===== config.mk =====
export PLATFORM = sky130hd
export DESIGN_NAME = mpa_walk
export DESIGN_NICKNAME = d
export VERILOG_FILES = /design/src/rtl/mpa_pkg.sv /design/src/rtl/mpa_div.sv /design/src/rtl/mpa_walk.sv
export SDC_FILE = /design/constraint.sdc
export NUM_CORES = 1
export LEC_CHECK = 0
export BUFFER_PORTS_ARGS = -buffer_cell sky130_fd_sc_hd__buf_2
export CORE_ASPECT_RATIO = 2
export CORE_MARGIN = 8
export CORE_UTILIZATION = 40
export CTS_BUF_LIST = sky130_fd_sc_hd__clkbuf_4 sky130_fd_sc_hd__clkbuf_8
export DETAILED_ROUTE_END_ITERATION = 12
export GPL_ROUTABILITY_DRIVEN = 0
export GPL_TIMING_DRIVEN = 1
export PLACE_DENSITY_LB_ADDON = 0.25
export SLEW_MARGIN = 25
export SYNTH_ARGS = -nofsm -noshare
export SYNTH_HDL_FRONTEND = slang
export SYNTH_SLANG_ARGS = --single-unit

===== constraint.sdc =====
create_clock -name clock -period 3.84 [get_ports clock]
set_input_delay 0.384 -clock clock [delete_from_list [all_inputs] [get_ports clock]]
set_output_delay 0.384 -clock clock [all_outputs]
set_load 0.03 [all_outputs]

===== src/rtl/mpa_pkg.sv =====
package mpa_pkg;

   localparam int MAX_COLS    = 1024;
   localparam int MAX_POOL    = 8;
   localparam int DATA_WIDTH  = 16;
   localparam int INDEX_WIDTH = 32;

   localparam int COL_BITS  = $clog2(MAX_COLS);
   localparam int SIZE_BITS = COL_BITS + 1;
   localparam int OFF_BITS  = $clog2(MAX_POOL);
   localparam int POOL_BITS = OFF_BITS + 1;
   localparam int STEP_BITS = $clog2(SIZE_BITS + 1);
   localparam int SLOT_WIDTH = DATA_WIDTH + INDEX_WIDTH;

   localparam int ROWS_CFG_BITS  = 11;
   localparam int POOL_CFG_BITS  = 4;
   localparam int PLANE_BITS     = 16;
   localparam int CSR_DATA_BITS  = 16;
   localparam int CSR_INDEX_BITS = 3;

   typedef enum logic [CSR_INDEX_BITS-1:0] {
      CSR_IN_ROWS     = 3'd0,
      CSR_IN_COLS     = 3'd1,
      CSR_POOL_ROWS   = 3'd2,
      CSR_POOL_COLS   = 3'd3,
      CSR_PLANE_COUNT = 3'd4
   } csr_index_type;

   typedef struct packed {
      logic [SIZE_BITS-1:0]  rows;
      logic [SIZE_BITS-1:0]  cols;
      logic [POOL_BITS-1:0]  prow;
      logic [POOL_BITS-1:0]  pcol;
      logic [PLANE_BITS-1:0] planes;
   } shape_type;

   typedef struct packed {
      logic                   in_window;
      logic                   first;
      logic                   last;
      logic                   plane_done;
      logic [COL_BITS-1:0]    slot;
      logic [INDEX_WIDTH-1:0] position;
   } win_info_type;

endpackage


===== src/rtl/mpa_div.sv =====
module mpa_div (
   input  logic                          clock,
   input  logic                          reset,
   input  logic                          start,
   input  logic [mpa_pkg::SIZE_BITS-1:0] dividend,
   input  logic [mpa_pkg::POOL_BITS-1:0] divisor,
   output logic                          busy,
   output logic [mpa_pkg::SIZE_BITS-1:0] quotient,
   output logic [mpa_pkg::POOL_BITS-1:0] remainder
);
   import mpa_pkg::*;

   logic [STEP_BITS-1:0] step_ff, step_in;
   logic [POOL_BITS-1:0] rem_ff, rem_in;
   logic [POOL_BITS-1:0] den_ff, den_in;
   logic [SIZE_BITS-1:0] quo_ff, quo_in;
   logic [POOL_BITS:0]   rem_sh;
   logic [POOL_BITS:0]   rem_sub;

   always_comb begin
      rem_sh  = {rem_ff, quo_ff[SIZE_BITS-1]};
      rem_sub = rem_sh - {1'b0, den_ff};
      step_in = step_ff;
      rem_in  = rem_ff;
      quo_in  = quo_ff;
      den_in  = den_ff;
      if (start) begin
         step_in = STEP_BITS'(SIZE_BITS);
         rem_in  = '0;
         quo_in  = dividend;
         den_in  = divisor;
      end else if (step_ff != '0) begin
         step_in = step_ff - STEP_BITS'(1);
         if (rem_sh >= {1'b0, den_ff}) begin
            rem_in = rem_sub[POOL_BITS-1:0];
            quo_in = {quo_ff[SIZE_BITS-2:0], 1'b1};
         end else begin
            rem_in = rem_sh[POOL_BITS-1:0];
            quo_in = {quo_ff[SIZE_BITS-2:0], 1'b0};
         end
      end
   end

   always_ff @(posedge clock) begin
      if (reset) begin
         step_ff <= '0;
      end else begin
         step_ff <= step_in;
      end
   end

   always_ff @(posedge clock) begin
      rem_ff <= rem_in;
      quo_ff <= quo_in;
      den_ff <= den_in;
   end

   assign busy      = (step_ff != '0);
   assign quotient  = quo_ff;
   assign remainder = rem_ff;

endmodule


===== src/rtl/mpa_walk.sv =====
module mpa_walk (
   input  logic                  clock,
   input  logic                  reset,
   input  mpa_pkg::shape_type    shape,
   input  logic                  recalc,
   input  logic                  advance,
   output logic                  busy,
   output mpa_pkg::win_info_type info
);
   import mpa_pkg::*;

   logic [COL_BITS-1:0]    col_ff, col_in, row_ff, row_in;
   logic [COL_BITS-1:0]    wc_ff, wc_in, wr_ff, wr_in;
   logic [OFF_BITS-1:0]    ocol_ff, ocol_in, orow_ff, orow_in;
   logic [SIZE_BITS-1:0]   win_cols_ff, win_cols_in, win_rows_ff, win_rows_in;
   logic [PLANE_BITS-1:0]  plane_ff, plane_in, plane_next;
   logic [INDEX_WIDTH-1:0] elem_ff, elem_in;
   logic                   run_ff, run_in;
   logic                   load;
   logic [3:0]             lane_busy;
   logic [SIZE_BITS-1:0]   q_col, q_row, q_cols, q_rows;
   logic [POOL_BITS-1:0]   r_col, r_row, r_cols, r_rows;

   mpa_div div_col (
      .clock(clock), .reset(reset), .start(recalc),
      .dividend({1'b0, col_ff}), .divisor(shape.pcol),
      .busy(lane_busy[0]), .quotient(q_col), .remainder(r_col)
   );

   mpa_div div_row (
      .clock(clock), .reset(reset), .start(recalc),
      .dividend({1'b0, row_ff}), .divisor(shape.prow),
      .busy(lane_busy[1]), .quotient(q_row), .remainder(r_row)
   );

   mpa_div div_cols (
      .clock(clock), .reset(reset), .start(recalc),
      .dividend(shape.cols), .divisor(shape.pcol),
      .busy(lane_busy[2]), .quotient(q_cols), .remainder(r_cols)
   );

   mpa_div div_rows (
      .clock(clock), .reset(reset), .start(recalc),
      .dividend(shape.rows), .divisor(shape.prow),
      .busy(lane_busy[3]), .quotient(q_rows), .remainder(r_rows)
   );

   assign load = run_ff && !recalc && (lane_busy == '0);
   assign busy = run_ff;

   always_comb begin
      info.in_window  = ({1'b0, wr_ff} < win_rows_ff) && ({1'b0, wc_ff} < win_cols_ff);
      info.first      = (orow_ff == '0) && (ocol_ff == '0);
      info.last       = ({1'b0, orow_ff} + POOL_BITS'(1) == shape.prow)
                        && ({1'b0, ocol_ff} + POOL_BITS'(1) == shape.pcol);
      info.plane_done = ({1'b0, wr_ff} + SIZE_BITS'(1) == win_rows_ff)
                        && ({1'b0, wc_ff} + SIZE_BITS'(1) == win_cols_ff);
      info.slot       = wc_ff;
      info.position   = elem_ff;
   end

   always_comb begin
      col_in      = col_ff;
      row_in      = row_ff;
      wc_in       = wc_ff;
      wr_in       = wr_ff;
      ocol_in     = ocol_ff;
      orow_in     = orow_ff;
      win_cols_in = win_cols_ff;
      win_rows_in = win_rows_ff;
      plane_in    = plane_ff;
      elem_in     = elem_ff;
      plane_next  = plane_ff + PLANE_BITS'(1);
      run_in      = recalc || (run_ff && !load);
      if (load) begin
         wc_in       = q_col[COL_BITS-1:0];
         ocol_in     = r_col[OFF_BITS-1:0];
         wr_in       = q_row[COL_BITS-1:0];
         orow_in     = r_row[OFF_BITS-1:0];
         win_cols_in = q_cols;
         win_rows_in = q_rows;
      end else if (advance) begin
         elem_in = elem_ff + INDEX_WIDTH'(1);
         if ({1'b0, col_ff} + SIZE_BITS'(1) >= shape.cols) begin
            col_in  = '0;
            wc_in   = '0;
            ocol_in = '0;
            if ({1'b0, row_ff} + SIZE_BITS'(1) >= shape.rows) begin
               row_in  = '0;
               wr_in   = '0;
               orow_in = '0;
               if (plane_next >= shape.planes) begin
                  plane_in = '0;
                  elem_in  = '0;
               end else begin
                  plane_in = plane_next;
               end
            end else begin
               row_in = row_ff + COL_BITS'(1);
               if ({1'b0, orow_ff} + POOL_BITS'(1) == shape.prow) begin
                  orow_in = '0;
                  wr_in   = wr_ff + COL_BITS'(1);
               end else begin
                  orow_in = orow_ff + OFF_BITS'(1);
               end
            end
         end else begin
            col_in = col_ff + COL_BITS'(1);
            if ({1'b0, ocol_ff} + POOL_BITS'(1) == shape.pcol) begin
               ocol_in = '0;
               wc_in   = wc_ff + COL_BITS'(1);
            end else begin
               ocol_in = ocol_ff + OFF_BITS'(1);
            end
         end
      end
   end

   always_ff @(posedge clock) begin
      if (reset) begin
         col_ff      <= '0;
         row_ff      <= '0;
         wc_ff       <= '0;
         wr_ff       <= '0;
         ocol_ff     <= '0;
         orow_ff     <= '0;
         win_cols_ff <= '0;
         win_rows_ff <= '0;
         plane_ff    <= '0;
         elem_ff     <= '0;
         run_ff      <= 1'b0;
      end else begin
         col_ff      <= col_in;
         row_ff      <= row_in;
         wc_ff       <= wc_in;
         wr_ff       <= wr_in;
         ocol_ff     <= ocol_in;
         orow_ff     <= orow_in;
         win_cols_ff <= win_cols_in;
         win_rows_ff <= win_rows_in;
         plane_ff    <= plane_in;
         elem_ff     <= elem_in;
         run_ff      <= run_in;
      end
   end

endmodule


======== Yosys cells after proc, flatten, opt, wreduce, memory -nomap -nowiden ========
Index checks and enable logic that the tools add are counted.
word-level totals
  register bits ........................... 201
  input port bits ......................... 50
  logic and storage cells ................. 147
cells by class
  add/subtract/negate cells ............... 22
  magnitude comparators ................... 9
  equal/unequal tests ..................... 4
  mux-type cells .......................... 48
  bitwise operators ....................... 1
  reductions and logical operators ........ 32
operators by type and width
  operator                                           count
  two-way mux 10 bit                                 15
  two-way mux 32 bit                                 3
  two-way mux 4 bit                                  12
  adder 10 x 1 -> 11 bit (second input constant)     4
  two-way mux 11 bit                                 4
  adder 10 x 1 -> 10 bit (second input constant)     4
  adder 32 x 1 -> 32 bit (second input constant)     1
  two-way mux 3 bit                                  9
  equality test 11 bit                               2
  >= comparator 11 bit                               2
  less-than comparator 10 x 11 -> 1 bit              2
  >= comparator 5 x 4 -> 1 bit                       4
  adder 16 x 1 -> 16 bit (second input constant)     1
  >= comparator 16 bit                               1
  two-way mux 16 bit                                 1
  nonzero test 4 bit                                 4
  subtractor 4 x 1 -> 4 bit (second input constant)  4
  subtractor 4 bit                                   4
  nonzero test 2 bit                                 6
  adder 3 x 1 -> 4 bit (second input constant)       2
  equality test 4 bit                                2
  logical AND 1 bit                                  7
  adder 3 x 1 -> 3 bit (second input constant)       2
  zero test 3 bit                                    2
  10 further kinds                                   18

======== Logic depth before layout (Yosys ltp) ========
Gate-level depths: netlist of run 1.
  depth in word-level cells ............... 7
  depth in mapped cells ................... 15
  gate-level depth less buffers ........... 13

======== Cells and area by module ========
Synthesis of run 1 repeated with hierarchy kept, for this count alone.
second synthesis, totals
  cell total of the unflattened synthesis .. 1350
  area total of the unflattened synthesis .. 12205.5 um2
modules (own cells, without submodules)
  module                 instances  cells an instance  area each (um2)
  mpa_walk               1          978                7684.9
  mpa_div (div_col ...)  3          93                 1128.6
  mpa_div (div_rows)     1          93                 1134.8

======== Worst setup path before layout of run 1 ========
OpenSTA, ideal clock, no wires.
  path kind ............................... register to register
  start ................................... register row_ff[0]
  end ..................................... register wr_ff[1]
  arrival time ............................ 3.275 ns
  required time ........................... 3.712 ns
  path slack .............................. 0.438 ns
  stages on the path, launching flop included .. 15
  path buffers ............................ 1
  cell sequence ........................... dfxtp_1 and3_1 and3_1 and3_1 nand3_1 xnor2_1 ha_1 a2111oi_0 o221ai_1 a21oi_1 o21ai_0 a31oi_2 buf_4 mux2i_1 nor2_1
between the ends
  word-level cells in the longest chain between the ends .. 6
ends and longest elaborated chain
  item                        line             RTL
  start, declared             mpa_walk.sv:12   logic [COL_BITS-1:0] col_ff, col_in, row_ff, row_in;
  start signal, assigned      mpa_walk.sv:134  row_ff <= row_in;
  adder 10 x 1 -> 11 bit (*)  mpa_walk.sv:88   if ({1'b0, row_ff} + SIZE_BITS'(1) >= shape.rows) begin
  >= comparator 11 bit (*)    mpa_walk.sv:88
  two-way mux 10 bit          mpa_walk.sv:88
  two-way mux 10 bit          mpa_walk.sv:84   if ({1'b0, col_ff} + SIZE_BITS'(1) >= shape.cols) begin
  two-way mux 10 bit          mpa_walk.sv:82   end else if (advance) begin
  two-way mux 10 bit          mpa_walk.sv:75   if (load) begin
  end signal, assigned        mpa_walk.sv:136  wr_ff <= wr_in;
  end, declared               mpa_walk.sv:13   logic [COL_BITS-1:0] wc_ff, wc_in, wr_ff, wr_in;
Every way passes the cells marked *; elsewhere a longest branch is shown, timed or not. The select of a mux whose other input is x is not followed.
A chain may end at the register's enable or synchronous reset.

==> impl_metrics.tcl, run 1 <==
set metrics [dict create \
    max_stage_delay_ns 0.53 \
    num-nets-final 1579 \
    path_cells "ha_2, and3_2, nand3_1, xnor2_2, xnor2_1, a2111o_1, or4_1, nor3_1, buf_2" \
    yosys.cell_count.top_type "dfxtp_1" \
    grt_pass1_vias 10000 \
    floorplan.core_area_um2 28800 \
    maxCapViolations 0 \
    areaGrowthSynthToFinish_pct 13.6 \
    cp.required_ns 3.46 \
    crit_type "register to output pin" \
    drt_iter0_markers 344 \
    drive_above_1_share_pct 17.1 \
    wire_per_inst_um 17.3 \
    dr.pass1.iters 4 \
    clockBufferDepth 3 \
    fmax_mhz 272 \
    netlist-cell-type-count 71 \
    fp.dieH_um 258 \
    setup_viol 0 \
    tns_ns 0 \
    ant_nets 0 \
    cts-htree-levels 2 \
    async_reset_ff_share_pct 0 \
    crit_buf_inv 1 \
    row_count 88 \
    viasPerCell 5.39 \
    dp_hpwl_um 23800 \
    die_w_um 137 \
    timing_hold_violations_final 0 \
    yosysTopAreaCellShare_pct 25.8 \
    cellPowerDensity_nw_per_um2 407 \
    critical_path_peak_fanout 6 \
    crit_arrival_ns 3.29 \
    peakVddDrop_uv 269 \
    synth-seq-cells 201 \
    cp-end-kind "output pin" \
    vias 9839 \
    synth-edff-count 50 \
    cts.clk_slew.worst_paths_ns 0.07 \
    fin_skew_ns 0.0225 \
    syn-instance-count 1343 \
    drv_slew 0 \
    cts-root-buf "clkbuf_8" \
    io_pins 97 \
    cts_tree "done" \
    grt_max_degree 77 \
    slew_headroom_pct 40.2 \
    yosysSeqAreaShare_pct 38.6 \
    n_antenna_cell 0 \
    syn-num-nets 1481 \
    synthFlopType "dfxtp_1" \
    outcome "complete, no violations" \
    synthesis.area_um2 11700 \
    grt_antenna_before_repair 0 \
    synth_area_leaders "dfxtp_1 26%, edfxtp_1 13%, ha_1 9.0%, a21oi_1 5.0%, nand2_1 4.4%" \
    initial_core_util_pct 40.7 \
    grt_first_pass_wirelength_um 50400 \
    gr-total-overflow 0 \
    crit_path_top_delay_cell "or4_1" \
    startpoint_type "register" \
    period_needed_ns 3.67 \
    whs_ns 0.0799 \
    track_usage_pct 17.8 \
    avgSynthCellArea_um2 8.74 \
    synth_area_leader_cell "dfxtp_1" \
    die_area_um2 35400 \
    min_period_over_period_pct 95.6 \
    port_buffers 96 \
    total_leakage_power_nw 5.46 \
    hold_path.class "input port to register" \
    finalWirelength_um 31700 \
    synth_commonest_cells "151 x dfxtp_1, 136 x nand2_1, 120 x nor2_1" \
    clock_latency_ns 0.53 \
    crit_family "simple AND/OR/NAND/NOR gates" \
    worst_pin_slew_ns 0.897 \
    cts.sinks 201 \
    drc_errors 0 \
    cts-buffers-inserted 34 \
    synth_warnings 0 \
]
[cell type report]
| type | instances | area, um^2 |
|---|---|---|
| Sequential cell | 201 | 4520 |
| Tap cell | 360 | 450 |
| Multi-Input combinational cell | 982 | 6590 |
| Timing Repair Buffer | 123 | 701 |
| Clock inverter | 6 | 30.0 |
| Fill cell | 2918 | 15500 |
| Inverter | 99 | 372 |
| Clock buffer | 54 | 662 |
[placed cells by master, fill, tap and decap left out, drive strengths merged, types with 6 or more instances in the layout]
| cell | netlist | layout |
|---|---|---|
| edfxtp | 50 | 50 |
| or4 | 9 | 9 |
| a211oi | 22 | 22 |
| nor2 | 121 | 121 |
| nand2 | 136 | 136 |
| nand3 | 47 | 47 |
| and2 | 7 | 7 |
| ha | 84 | 84 |
| nand2b | 10 | 10 |
| or2 | 7 | 7 |
| nand4 | 24 | 24 |
| and3 | 20 | 20 |
| a21oi | 120 | 120 |
| xor2 | 48 | 48 |
| nand3b | 21 | 21 |
| mux2i | 6 | 6 |
| buf | 31 | 123 |
| clkbuf | 30 | 54 |
| xnor2 | 55 | 55 |
| mux2 | 41 | 41 |
| inv | 99 | 99 |
| a31oi | 7 | 7 |
| dfxtp | 151 | 151 |
| a221oi | 6 | 6 |
| o21a | 9 | 9 |
| and4 | 7 | 7 |
| nor2b | 13 | 13 |
| nor3 | 25 | 25 |
| o21ai | 51 | 51 |
| nor4 | 12 | 12 |
| o211ai | 7 | 7 |
| a22oi | 9 | 9 |
| or3 | 9 | 9 |
[sequential cells by signal, indices dropped and copies added (netlist names), 10 cells and up]
register and count:
div_row.quotient 11, div_cols.quotient 11, div_rows.quotient 11, wc_ff 10, row_ff 10, win_cols_ff 11
col_ff 10, plane_ff 16, div_col.quotient 11, wr_ff 10, win_rows_ff 11, elem_ff 32
[cell families (layout without fill, tap and decap cells)]
| logic type | count (synthesis) | after routing | share of synthesized area (%) |
|---|---|---|---|
| multiplexers | 47 | 47 | 4.45 |
| AND/OR/NAND/NOR | 483 | 483 | 20.7 |
| buffers and inverters | 160 | 282 | 5.57 |
| XOR/XNOR | 103 | 103 | 7.69 |
| adder cells (fa/ha/maj) | 88 | 88 | 9.64 |
| AO/OA/AOI/OAI | 261 | 261 | 13.4 |
| flip-flops | 201 | 201 | 38.6 |
[timing repair]
item / 4_1_cts / 5_1_grt
endpoints found under the setup margin: 1 / 76
pin swaps: 0 / 0
hold buffers: 0 / 0
gates resized for setup: 1 / 9
buffers inserted: 0 / 0
[metal layers]
| layer | vias to the layer above | part of all wire (%) | global-route usage [%] |
|---|---|---|---|
| li1 | 4914 | - | - |
| met1 | 4675 | 36 | 17.3 |
| met2 | 176 | 56 | 34.7 |
| met3 | 74 | 3.9 | 2.71 |
| met4 | 0 | 4.5 | 8.71 |
| met5 | - | 0 | 0 |
[path summary, 6_finish.rpt]
kind / endpoint / slack (ns) / startpoint / depth (start not counted)
setup / recovery: info[42] / 0.17 / wr_ff[0] / 9
hold / removal: div_col.den_ff[3] / 0.08 / shape[19] / 1
setup reg to reg: wr_ff[4] / 0.32 / row_ff[0] / 14
hold reg to reg: win_rows_ff[8] / 0.45 / win_rows_ff[8] / 2
[report_power, final]
part           internal (mW)  total (mW)  switching (mW)
registers               2.38        2.54           0.161
logic                  0.399       0.904           0.505
clock network           1.09        1.97           0.882
total                   3.87        5.42            1.55
[metrics by stage]
step | power [mW] | setup WS (ns) | std cells | utilization [%] | cell area, um^2
global placement | 3.46 | 0.0928 | 1765 | 43.7 | 12600
CTS | 5.50 | 0.0213 | 1825 | 46.1 | 13300
global route | 5.72 | -0.000532 | 1825 | 46.2 | 13300
floorplan | 3.23 | 0.438 | 1343 | - | 11700
finish | 5.42 | 0.169 | 1825 | 46.2 | 13300
detailed placement | 3.49 | 0.104 | 1765 | 43.7 | 12600
No activity file was read; power rests on OpenSTA's default activity.
==> inputs of run 2 (changes only) <==
- CTS_CLUSTER_SIZE: unset -> 30
- MAX_ROUTING_LAYER: unset -> met4
==> impl_metrics.tcl, run 2 (synthesis gave the netlist of run 1 again) <==
set metrics [dict create \
    cts-buffers-inserted 34 \
    die_area_um2 35400 \
    track_usage_pct 18.3 \
    power.switching_mw 1.54 \
    place_inst 1765 \
    setup_ws_ns 0.159 \
    postCtsSetupRepairBufs 0 \
    crit_path_top_delay_cell "or4_1" \
    critical_path_peak_fanout 6 \
    cp.required_ns 3.46 \
    min_period_over_period_pct 95.8 \
    pwr-share-comb_pct 16.6 \
    initial_core_util_pct 40.7 \
    crit_type "register to output pin" \
    reg.largest.list "elem_ff x32, plane_ff x16" \
    maxCapViolations 0 \
    clockPowerShare_pct 36.5 \
    grt_antenna_before_repair 0 \
    drc_errors 0 \
    swShare_pct 28.5 \
    crit_arrival_ns 3.30 \
    post-place-ws_ns 0.104 \
    largest_register "elem_ff" \
    cts.sinks 201 \
    slew_headroom_pct 41.4 \
    cts-root-buf "clkbuf_8" \
    nFillCells 2918 \
    drv_slew 0 \
    max_stage_delay_ns 0.53 \
    fmax_mhz 272 \
    wire_per_inst_um 17.3 \
    grt_max_degree 77 \
    port_buffers 96 \
    drt_iter0_markers 386 \
    grt_first_pass_wirelength_um 50400 \
    io_pins 97 \
    fin_skew_ns 0.0242 \
    p_int_mw 3.87 \
    drive_above_1_share_pct 17.1 \
    clockBufferDepth 3 \
    final_common_cell "dfxtp_1" \
    gr-total-overflow 0 \
    areaGrowthSynthToFinish_pct 13.6 \
    total_leakage_power_nw 5.46 \
    ctsHoldBuffers 0 \
    outcome "complete, no violations" \
    vias 9870 \
    clock_latency_ns 0.53 \
    mostFrequentLayoutCells "151 x dfxtp_1, 136 x nand2_1, 119 x nor2_1, 117 x a21oi_1, 99 x inv_1" \
    finalNonFillerCells 1825 \
    period_needed_ns 3.68 \
    num-nets-final 1579 \
    finalWirelength_um 31600 \
    viasPerCell 5.41 \
    path_cells "ha_2, and3_2, nand3_1, xnor2_2, xnor2_1, a2111o_1, or4_1, nor3_1, buf_2" \
    p_seq_share_pct 46.9 \
    ant_nets 0 \
    cts_tree "done" \
    cellPowerDensity_nw_per_um2 406 \
    grt_pass1_vias 10000 \
    hold_path.class "input port to register" \
    floorplan.core_area_um2 28800 \
    dp_hpwl_um 23800 \
    cts.clk_slew.worst_paths_ns 0.07 \
    worst_pin_slew_ns 0.878 \
    cp-end-kind "output pin" \
    peakVddDrop_uv 269 \
    startpoint_type "register" \
    fp.dieH_um 258 \
    die_w_um 137 \
    cts-htree-levels 2 \
    largest_reg_flops 32 \
    n_antenna_cell 0 \
    setup_viol 0 \
    row_count 88 \
    dr.pass1.iters 5 \
    timing_hold_violations_final 0 \
]
[run 2: final cells by class]
cell class	instances	area (um^2)	share of cell area, %
Multi-Input combinational cell	982	6590	49.4
Sequential cell	201	4520	33.9
Timing Repair Buffer	123	701	5.26
Clock buffer	54	662	4.97
Tap cell	360	450	3.38
Inverter	99	372	2.79
Clock inverter	6	30.0	0.225
[run 2: path summary, 6_finish.rpt]
path | startpoint | endpoint | slack, ns | cells past startpoint
min | shape[19] | div_col.den_ff[3] | 0.08 | 1
max | wr_ff[0] | info[42] | 0.16 | 9
max reg2reg | row_ff[0] | wr_ff[4] | 0.30 | 14
min reg2reg | win_rows_ff[8] | win_rows_ff[8] | 0.45 | 2
[run 2: power by group through the flow]
stage / combinational [mW] / clock, mW / sequential (mW)
after floorplan: 0.704 / 0 / 2.52
after global placement: 0.883 / 0 / 2.58
after detailed placement: 0.909 / 0 / 2.59
after CTS: 0.913 / 2.05 / 2.54
after global routing: 1.03 / 2.13 / 2.57
final: 0.901 / 1.97 / 2.54
[run 2: timing repair]
item	in CTS	in global routing
gates cloned	0	0
endpoints found under the setup margin	1	76
gates resized for setup	1	9
[run 2: worst max-delay path: cells and delay by family, from the launching register on]
family,cells,cell delay [ns]
AND/OR/NAND/NOR,4,1.15
flip-flops,1,0.43
AO/OA/AOI/OAI,1,0.34
XOR/XNOR,2,0.31
adder cells (fa/ha/maj),1,0.28
buffers and inverters,1,0.25
[run 2: layer usage]
metal / share of wire [%] / vias up / routed length, um / track usage, %
met5: 0 / - / 0 / -
met4: 4.5 / 0 / 1410 / 8.77
met3: 3.8 / 75 / 1210 / 2.54
met2: 56 / 201 / 17800 / 34.7
met1: 35 / 4678 / 11200 / 17.4
li1: - / 4916 / - / -
[run 2: metrics by stage]
step	utilization [%]	instance area (um^2)	hold WS (ns)	power [mW]	TNS, ns
2_1_floorplan	-	11700	0.426	3.23	0
3_3_place_gp	43.7	12600	0.443	3.46	0
3_5_place_dp	43.7	12600	0.447	3.49	0
4_1_cts	46.1	13300	0.0521	5.50	0
5_1_grt	46.2	13300	0.0676	5.73	-0.000593
6_report	46.2	13300	0.0816	5.41	0
